**config.mk**
```make
export PLATFORM = sky130hd
export DESIGN_NAME = window_peak_count_max
export DESIGN_NICKNAME = d
export VERILOG_FILES = /design/src/design/wpcm_pkg.sv /design/src/design/wpcm_cell.sv /design/src/design/wpcm_chain.sv /design/src/design/window_peak_count_max.sv
export SDC_FILE = /design/constraint.sdc
export NUM_CORES = 2
export LEC_CHECK = 0
export BUFFER_PORTS_ARGS = -buffer_cell sky130_fd_sc_hd__clkbuf_2
export CAP_MARGIN = 20
export CORE_ASPECT_RATIO = 1.25
export CORE_MARGIN = 3
export CORE_UTILIZATION = 30
export DETAILED_ROUTE_END_ITERATION = 12
export SLEW_MARGIN = 10
export SYNTH_ARGS = -nofsm -noshare
export SYNTH_HDL_FRONTEND = slang
export SYNTH_SLANG_ARGS = --single-unit
export TNS_END_PERCENT = 30
```
**constraint.sdc**
```tcl
create_clock -name clk -period 34.9 [get_ports clk]
set_clock_uncertainty 0.1 [all_clocks]
set_input_delay 3.49 -clock clk [delete_from_list [all_inputs] [get_ports clk]]
set_output_delay 3.49 -clock clk [all_outputs]
set_load 0.02 [all_outputs]
```
**src/design/wpcm_pkg.sv**
```systemverilog
// Shared constants, types and helpers for the sliding-window peak counter.
// No dependencies.
package wpcm_pkg;

  localparam int MAX_WINDOW  = 1024;
  localparam int MAX_LEN     = 65536;
  localparam int SAMPLE_BITS = 32;

  localparam int WIN_W  = 11;
  localparam int IDX_W  = 17;
  localparam int CNT_W  = 10;
  localparam int LEFT_W = 16;
  localparam int OUT_W  = 11;

  localparam int CELLS = MAX_WINDOW - 2;
  localparam int DLY_W = $clog2(CELLS);

  typedef struct packed {
    logic shift;
    logic load_en;
    logic bit_in;
  } cell_ctrl_t;

  typedef struct packed {
    logic [OUT_W-1:0] count;
    logic [IDX_W-1:0] left;
    logic             err;
  } result_t;

  function automatic logic [WIN_W-1:0] clamp_window(input logic [WIN_W-1:0] k);
    logic [WIN_W-1:0] r;
    r = k;
    if (k < WIN_W'(3)) r = WIN_W'(3);
    else if (k > WIN_W'(MAX_WINDOW)) r = WIN_W'(MAX_WINDOW);
    return r;
  endfunction

endpackage

```
**src/design/wpcm_cell.sv**
```systemverilog
// One stage of the peak-flag delay line: holds one flag, shifts toward cell 0.
// Depends on wpcm_pkg.
module wpcm_cell (
  input  logic                  clk,
  input  wpcm_pkg::cell_ctrl_t  ctrl,
  input  logic                  sel,
  input  logic                  from_next,
  output logic                  q
);
  import wpcm_pkg::*;

  always_ff @(posedge clk) begin
    if (ctrl.shift) begin
      q <= (sel && ctrl.load_en) ? ctrl.bit_in : from_next;
    end
  end

endmodule

```
**src/design/wpcm_chain.sv**
```systemverilog
// Row of delay cells; a new flag enters at load_pos and leaves at cell 0
// load_pos+1 shifts later. Depends on wpcm_pkg and wpcm_cell.
module wpcm_chain (
  input  logic                   clk,
  input  wpcm_pkg::cell_ctrl_t   ctrl,
  input  logic [wpcm_pkg::DLY_W-1:0] load_pos,
  output logic                   old_bit
);
  import wpcm_pkg::*;

  logic [CELLS:0] link;

  assign link[CELLS] = 1'b0;
  assign old_bit     = link[0];

  for (genvar i = 0; i < CELLS; i++) begin : g_cell
    wpcm_cell u_cell (
      .clk       (clk),
      .ctrl      (ctrl),
      .sel       (load_pos == DLY_W'(i)),
      .from_next (link[i+1]),
      .q         (link[i])
    );
  end

endmodule

```
**src/design/window_peak_count_max.sv**
```systemverilog
// Top level of the sliding-window peak counter.
// Depends on wpcm_pkg and wpcm_chain.
//
// Input channel: in_valid/in_ready carry one sample and its last flag per item.
// Output channel: out_valid/out_ready carry one result per sequence, produced
// by the item whose last flag is set: best inner peak count plus one, 1-based
// left position of the earliest best window, and a length error flag.
// Config: cfg_wr_en/cfg_wr_data set the window length (clamped to 3..1024),
// latched at the first sample of each sequence.
// Throughput is one item per cycle while in_ready is high: each sample does
// one add and one subtract on the running count, and the peak flag leaving the
// window comes out of a delay line of 1022 cells that shifts once per accepted
// item inside the length bound.
// The result is registered in the output slot, or behind a waiting result.
// Two result slots sit at the output, so the input keeps taking items while a
// result waits; in_ready drops only when both slots hold results.
// Reset clears the sequence state, the result slots and sets the window length
// to 3. The delay line is not cleared; it is only read where written earlier
// in the same sequence.
module window_peak_count_max (
  input  logic                               clk,
  input  logic                               rst,
  input  logic                               in_valid,
  output logic                               in_ready,
  input  logic [wpcm_pkg::SAMPLE_BITS-1:0]   sample,
  input  logic                               last,
  output logic                               out_valid,
  input  logic                               out_ready,
  output logic [wpcm_pkg::OUT_W-1:0]         peak_count_plus_one,
  output logic [wpcm_pkg::IDX_W-1:0]         left_position,
  output logic                               length_error,
  input  logic                               cfg_wr_en,
  input  logic [wpcm_pkg::WIN_W-1:0]         cfg_wr_data
);
  import wpcm_pkg::*;

  logic [WIN_W-1:0]       window_len;
  logic [WIN_W-1:0]       held_window;
  logic [SAMPLE_BITS-1:0] prev_sample, older_sample;
  logic [IDX_W-1:0]       sample_index;
  logic [CNT_W-1:0]       window_count, best_count;
  logic [LEFT_W-1:0]      best_left;
  logic                   overlong;

  logic                   accept, active, first, pk, old_bit, take_old, in_range;
  logic [WIN_W-1:0]       held_eff;
  logic [IDX_W-1:0]       j1;
  logic [CNT_W-1:0]       wc_add, window_count_next, best_count_next;
  logic [LEFT_W-1:0]      best_left_next;
  logic [IDX_W-1:0]       sample_index_next;
  logic                   overlong_next;
  cell_ctrl_t             ctrl;
  logic [DLY_W-1:0]       load_pos;

  result_t                res, out_slot, spare_slot;
  logic                   spare_valid, pop, res_valid;

  assign in_ready = !spare_valid;
  assign accept   = in_valid && in_ready;
  assign active   = sample_index < IDX_W'(MAX_LEN);
  assign first    = (sample_index == '0);
  assign held_eff = first ? clamp_window(window_len) : held_window;
  assign pk       = (sample_index >= IDX_W'(2)) && (prev_sample > older_sample)
                    && (prev_sample > sample);
  assign take_old = sample_index >= IDX_W'(held_eff);
  assign j1       = sample_index + IDX_W'(1);
  assign in_range = j1 >= IDX_W'(held_eff);

  always_comb begin
    wc_add = window_count + CNT_W'(pk);
    window_count_next = wc_add;
    if (take_old && old_bit && wc_add != '0) window_count_next = wc_add - CNT_W'(1);
    best_count_next = best_count;
    best_left_next  = best_left;
    if (in_range && (j1 == IDX_W'(held_eff) || window_count_next > best_count)) begin
      best_count_next = window_count_next;
      best_left_next  = LEFT_W'(j1 - IDX_W'(held_eff));
    end
    sample_index_next = active ? j1 : sample_index;
    overlong_next     = overlong || !active;
    res.err   = overlong_next || (sample_index_next < IDX_W'(held_eff));
    res.count = res.err ? '0 : OUT_W'(best_count_next) + OUT_W'(1);
    res.left  = res.err ? '0 : IDX_W'(best_left_next) + IDX_W'(1);
  end

  assign ctrl.shift   = accept && active;
  assign ctrl.load_en = !first;
  assign ctrl.bit_in  = pk;
  assign load_pos     = DLY_W'(held_window - WIN_W'(3));

  wpcm_chain u_chain (
    .clk      (clk),
    .ctrl     (ctrl),
    .load_pos (load_pos),
    .old_bit  (old_bit)
  );

  always_ff @(posedge clk) begin
    if (rst) begin
      window_len <= WIN_W'(3);
    end else if (cfg_wr_en) begin
      window_len <= cfg_wr_data;
    end
  end

  always_ff @(posedge clk) begin
    if (rst) begin
      held_window  <= WIN_W'(3);
      prev_sample  <= '0;
      older_sample <= '0;
      sample_index <= '0;
      window_count <= '0;
      best_count   <= '0;
      best_left    <= '0;
      overlong     <= 1'b0;
    end else if (accept) begin
      if (last) begin
        prev_sample  <= '0;
        older_sample <= '0;
        sample_index <= '0;
        window_count <= '0;
        best_count   <= '0;
        best_left    <= '0;
        overlong     <= 1'b0;
      end else if (active) begin
        held_window  <= held_eff;
        prev_sample  <= sample;
        older_sample <= prev_sample;
        sample_index <= sample_index_next;
        window_count <= window_count_next;
        best_count   <= best_count_next;
        best_left    <= best_left_next;
      end else begin
        overlong <= 1'b1;
      end
      if (last && active) held_window <= held_eff;
    end
  end

  // two result slots
  assign pop       = out_valid && out_ready;
  assign res_valid = accept && last;

  always_ff @(posedge clk) begin
    if (rst) begin
      out_valid   <= 1'b0;
      spare_valid <= 1'b0;
    end else if (!out_valid || pop) begin
      if (spare_valid) begin
        out_valid   <= 1'b1;
        spare_valid <= res_valid;
      end else begin
        out_valid   <= res_valid;
      end
    end else if (res_valid) begin
      spare_valid <= 1'b1;
    end
  end

  always_ff @(posedge clk) begin
    if (!out_valid || pop) begin
      if (spare_valid) begin
        out_slot <= spare_slot;
        if (res_valid) spare_slot <= res;
      end else if (res_valid) begin
        out_slot <= res;
      end
    end else if (res_valid) begin
      spare_slot <= res;
    end
  end

  assign peak_count_plus_one = out_slot.count;
  assign left_position       = out_slot.left;
  assign length_error        = out_slot.err;

endmodule

```
; ---- After elaboration in Yosys (flattened, before gate mapping)
; Index checks and enable logic that the tools add are counted.
[word_totals]
regBits = 1222
latchBits = 0
mem_bits_rw = 0
mem_bits_ro = 0
input_bits = 49
out_inout_bits = 31
wordCells = 4188
n_memories = 0
[op_classes]
addsub = 7
mul = 0
n_div = 0
magnitude_cmp = 10
n_eq_ne = 1025
n_shift = 0
n_mux = 1056
n_bitwise = 0
n_reduce_logical = 1051
[ops]
columns = operator, n
row1 = 10-bit equality test (second input constant), 510
row2 = 10-bit by 9-bit equality test with 1-bit output (second input constant), 256
row3 = 10-bit by 8-bit equality test with 1-bit output (second input constant), 128
row4 = 1-bit logical AND, 1032
row5 = 1-bit 2-to-1 mux, 1027
row6 = 10-bit by 7-bit equality test with 1-bit output (second input constant), 64
row7 = 10-bit by 6-bit equality test with 1-bit output (second input constant), 32
row8 = 10-bit by 5-bit equality test with 1-bit output (second input constant), 16
row9 = 29-bit 2-to-1 mux, 5
row10 = 32-bit 2-to-1 mux, 4
row11 = 10-bit by 4-bit equality test with 1-bit output (second input constant), 8
row12 = 11-bit 2-to-1 mux, 7
row13 = 17-bit 2-to-1 mux, 4
row14 = 32-bit > comparator, 2
row15 = 10-bit 2-to-1 mux, 6
row16 = 16-bit 2-to-1 mux, 3
row17 = 10-bit by 3-bit equality test with 1-bit output (second input constant), 4
row18 = 17-bit by 11-bit >= comparator with 1-bit output, 2
row19 = 10-bit by 2-bit equality test with 1-bit output (second input constant), 2
row20 = 16-bit by 1-bit adder with 17-bit output (second input constant), 1
row21 = 17-bit by 1-bit adder with 17-bit output (second input constant), 1
row22 = 17-bit by 11-bit equality test with 1-bit output, 1
row23 = 17-bit by 2-bit >= comparator with 1-bit output (second input constant), 1
row24 = 17-bit logical NOT, 1
row25 = 20 further kinds, 32

; ---- Longest topological paths before layout
[depth]
depth_word = 17
mapped_depth = 41

; ---- By module
; A second synthesis with hierarchy kept.
[unflattened]
hier_cells = 5907
hier_area_um2 = 71208.3
[by_module_without_submodules]
columns = mod, n_inst, cells_per_inst, area_per_inst_um2, seq_area_each_um2
row1 = wpcm_cell, 1022, 3, 48.8, 30.0
row2 = window_peak_count_max, 1, 1415, 12406.9, 4584.4
row3 = wpcm_chain, 1, 1426, 8931.1, 0.0

; ---- Worst setup path after synthesis
; Ideal clock, no wire load.
[synth_path]
path_type = input -> register
startpoint = in in_valid
endpoint = reg held_window[10]
arrival_ns = 32.970
t_required_ns = 33.560
path_slack_ns = 0.589
stages = 5
path_buffers = 1
path_cell_list = nor2b_1 > nand2_1 > clkinv_1 > clkbuf_1 > a211oi_1
[synth_via]
elab_chain_len = 2
[synth_rtl]
columns = item, line_no
row1 = start: declaration, window_peak_count_max.sv:23  ; input logic in_valid,
row2 = 1-bit logical AND, window_peak_count_max.sv:59  ; assign accept = in_valid && in_ready;
row3 = 3-bit AND reduction (no line), --
row4 = end signal: assignment, window_peak_count_max.sv:126  ; held_window <= held_eff;
row5 = end signal: assignment, window_peak_count_max.sv:136  ; if (last && active) held_window <= held_eff;
row6 = end: declaration, window_peak_count_max.sv:38  ; logic [WIN_W-1:0] held_window;
; Every way passes these cells.
; A chain may end at the register's enable or synchronous reset.

; ---- Worst setup path in the final report
[layout_path]
startpoint = in sample[30] (netlist name)
endpoint = reg out_slot, in the netlist left_position[14] (data pin)
[layout_via]
elab_chain_len = 14
elab_cells_between_ends = 15
classes_between = 3 x add/sub / 2 x order compare / 5 x mux / 5 x reduce/logical
[layout_rtl]
columns = item, line_no
row1 = start: declaration, window_peak_count_max.sv:25  ; input logic [wpcm_pkg::SAMPLE_BITS-1:0] sample,
row2 = 32-bit > comparator (*), window_peak_count_max.sv:64  ; && (prev_sample > sample);
row3 = 1-bit logical AND (*), window_peak_count_max.sv:64
row4 = 10-bit by 1-bit adder with 10-bit output (*), window_peak_count_max.sv:70  ; wc_add = window_count + CNT_W'(pk);
row5 = branches (longest 2 deep; another with 10-bit by 1-bit subtractor with 10-bit output), --
row6 = 10-bit 2-to-1 mux (*), window_peak_count_max.sv:72  ; if (take_old && old_bit && wc_add != '0) window_count_next = wc_add - CNT_W'(1);
row7 = 10-bit > comparator (*), window_peak_count_max.sv:75  ; if (in_range && (j1 == IDX_W'(held_eff) || window_count_next > best_count)) begin
row8 = 1-bit logical OR (*), window_peak_count_max.sv:75
row9 = 1-bit logical AND (*), window_peak_count_max.sv:75
row10 = 16-bit 2-to-1 mux (*), window_peak_count_max.sv:75
row11 = 16-bit by 1-bit adder with 17-bit output (*), window_peak_count_max.sv:83  ; res.left = res.err ? '0 : IDX_W'(best_left_next) + IDX_W'(1);
row12 = 17-bit 2-to-1 mux (*), window_peak_count_max.sv:83
row13 = 29-bit 2-to-1 mux (*), window_peak_count_max.sv:165  ; end else if (res_valid) begin
row14 = 29-bit 2-to-1 mux (*), window_peak_count_max.sv:162  ; if (spare_valid) begin
row15 = end signal: assignment, window_peak_count_max.sv:163  ; out_slot <= spare_slot;
row16 = end signal: assignment, window_peak_count_max.sv:166  ; out_slot <= res;
row17 = end: declaration, window_peak_count_max.sv:55  ; result_t res, out_slot, spare_slot;
; Mark *: on every way between the ends. The select of a mux whose other input is x is not followed.

==> out/metrics.cfg <==
[cts]
root_buffer=clkbuf_16
h-tree-depth=3
cts.sinks=1222
clockBufferDepth=3
path_clk_slew_ns=0.06
ctsResizeCount=0
post_cts_buffers=0
hold_buffers=0
cts_tree=done
cts_made_buffers=118
insertion_delay_ns=0.76

[global_route]
grt_max_degree=218
first_global_vias=40135
grtUsageTotal=0.143
overflow=0
grt_pass1_wl_mm=235
antenna_found_initial=10

[pwr]
p_int_mw=2.51
p_sw_frac=0.242
p_switching_mw=0.804
power_frac_seq=0.515
ir_drop_uv=44.4
cellPowerDensity_mw_per_mm2=50.1
leakage_nw=20.8
p_comb_frac=0.079
total_power_mw=3.31
clockPowerShare=0.406

[setup_path]
path_max_fanout=74
crit_top_cell=ha_1
crit_required_ns=35.23
arrival_ns=12.23
crit_type=input pin to register
rr_startpoint=prev_sample[9]
cp-start-kind=input pin
worstSetupStartpoint=sample[30]
end_kind=register
cp_slowest_cell=buf_4
slowest_delay_ns=0.66

[sta]
tns_ns=0
hold_viol=0
slew_viol_final=0
fin_crit_ns=11.90
maxSlewHeadroom=0.266
layout_setup_ws_ns=23.00
rsz0062_at_grt=false
timing.final.crit_share=0.341
clock.fmax_mhz=84.0
worst_slew_pin_slew_ns=1.10
setup_viol=0

[cells_and_area]
nFillCells=19422
seqCellArea_sq_mm=0.0353
drive_gt1_frac=0.108
multiInputGateArea_sq_mm=0.0219
fin_util=0.338
layout.cells.non_filler=7766
layout_common_cells=edfxtp_1 (1080), o21ai_0 (965), o31ai_1 (833)
nets=5259
final_common_cell=edfxtp_1
area_delta_synth_final_pct=11.5

[min_path]
hp-class=register to register
min_from=best_count[9]

[placed_design]
place.gp.congestion=0.817
dp.cells=7528
post-place-ws_ns=22.24
place_hpwl_mm=86.5
io_buffer_count=79

[synth]
yosys.cell_types.count=82
netlist_instances=5315
yosysTopAreaCell=edfxtp_1
synth_top_cell_area_share=0.546
ys_seq_elements=1222
synth_edf_count=1080
ys_seq_area_frac=0.594
synth.avg_cell_area_sq_um=11.2
synth_ff_type=edfxtp_1
netlist_area_sq_mm=0.0594
yosys-top-cells-area=edfxtp_1 (55%), o31ai_1 (11%), o21ai_0 (8.1%), dfxtp_1 (4.8%), clkbuf_1 (3.2%)
ys_warn_count=0
synth.net_count=5480
synthArstFlopShare=0

[detailed_routing]
via_per_inst=5.43
dr.pass1.iters=5
ant_nets=0
wirelength_mm=150
wl_per_cell_um=19.3
drc=0
vias=42193
drtIter0Drc=3843

[floorplan]
start_util=0.303
rows=181
dieArea_sq_mm=0.203
die_x_um=404
dieHeight_um=503
io_pins=80
core_area_sq_mm=0.196

[flow_run]
cap_violations=0

[run_status]
status=completed

[final timing paths]
path | cells past startpoint | end | slack, ns
hold / removal | 2 | best_count[9] | 0.39
setup reg to reg | 38 | left_position[14] | 25.40
setup / recovery | 39 | left_position[14] | 23.00
hold reg to reg | 2 | best_count[9] | 0.39
[registers in the layout, indices dropped and copies added, names as in the netlist]
register                 count
out_valid                    1
length_error                 1
window_len                  11
u_chain.g_cell.u_cell.q   1022
best_left                   16
peak_count_plus_one         11
prev_sample                 32
sample_index                17
left_position               17
overlong                     1
older_sample                32
spare_slot                  29
spare_valid                  1
best_count                  10
held_window                 11
window_count                10
[metal layers]
metal	share of wire	track usage	wire length, um
met5	0.00029	0	43
met2	0.48	0.241	72500
met1	0.44	0.188	65800
met4	0.028	0.0503	4150
met3	0.049	0.0188	7350
[worst max-delay path: cells and delay by family]
family,cells,cell delay (ns)
simple gates,12,2.61
compound gates,12,2.56
buf+inv,7,1.45
fa+ha+maj,6,1.71
xor+xnor,2,0.35
[cells in the mapped netlist (all sizes together), types with 10 or more instances]
library cell	count
a211oi	15
a21o	32
a21oi	55
a22oi	113
and2	16
and3	12
buf	34
clkbuf	508
dfxtp	142
edfxtp	1080
ha	115
inv	93
mux2	107
mux2i	25
nand2	328
nand2b	19
nand3	161
nand4	30
nor2	242
nor2b	27
nor3	140
nor4	16
o211ai	11
o21a	25
o21ai	973
o31ai	833
or3	10
or4	10
xnor2	43
xor2	25
[power groups by stage]
stage                     Sequential (mW)  Combinational (mW)  Clock, mW
after floorplan                      1.80               0.181          0
after global placement               1.74               0.257          0
after detailed placement             1.74               0.262          0
after CTS                            1.71               0.263       1.38
after global routing                 1.71               0.293       1.43
final                                1.71               0.262       1.35
[through the flow]
| step | hold WS, ns | cell area [sq um] |
|---|---|---|
| 2_1_floorplan | 0.350 | 59400 |
| 3_3_place_gp | 0.364 | 62000 |
| 3_5_place_dp | 0.379 | 62000 |
| 4_1_cts | 0.393 | 66000 |
| 5_1_grt | 0.421 | 66100 |
| 6_report | 0.389 | 66200 |
[cell families (layout without fill, tap and decap cells)]
family	count (synthesis)	count (layout)	share of synthesized area
AO/OA/AOI/OAI	2101	2101	0.224
other	0	7	0
adder cells (fa/ha/maj)	116	116	0.0246
XOR/XNOR	68	68	0.0100
multiplexers	132	132	0.0246
flip-flops	1222	1222	0.594
AND/OR/NAND/NOR	1039	1039	0.0815
buffers and inverters	637	519	0.0408
[layout make-up]
cell class | count | share of cell area
diodes | 7 | 0.000265
flip-flops and latches | 1222 | 0.533
clock buffers | 140 | 0.0467
multi-input cells | 3456 | 0.330
repair buffers | 201 | 0.0213
clock inverters | 83 | 0.0144
well taps | 2562 | 0.0485
inverters | 95 | 0.00550
(Power assumes the default switching activity.)
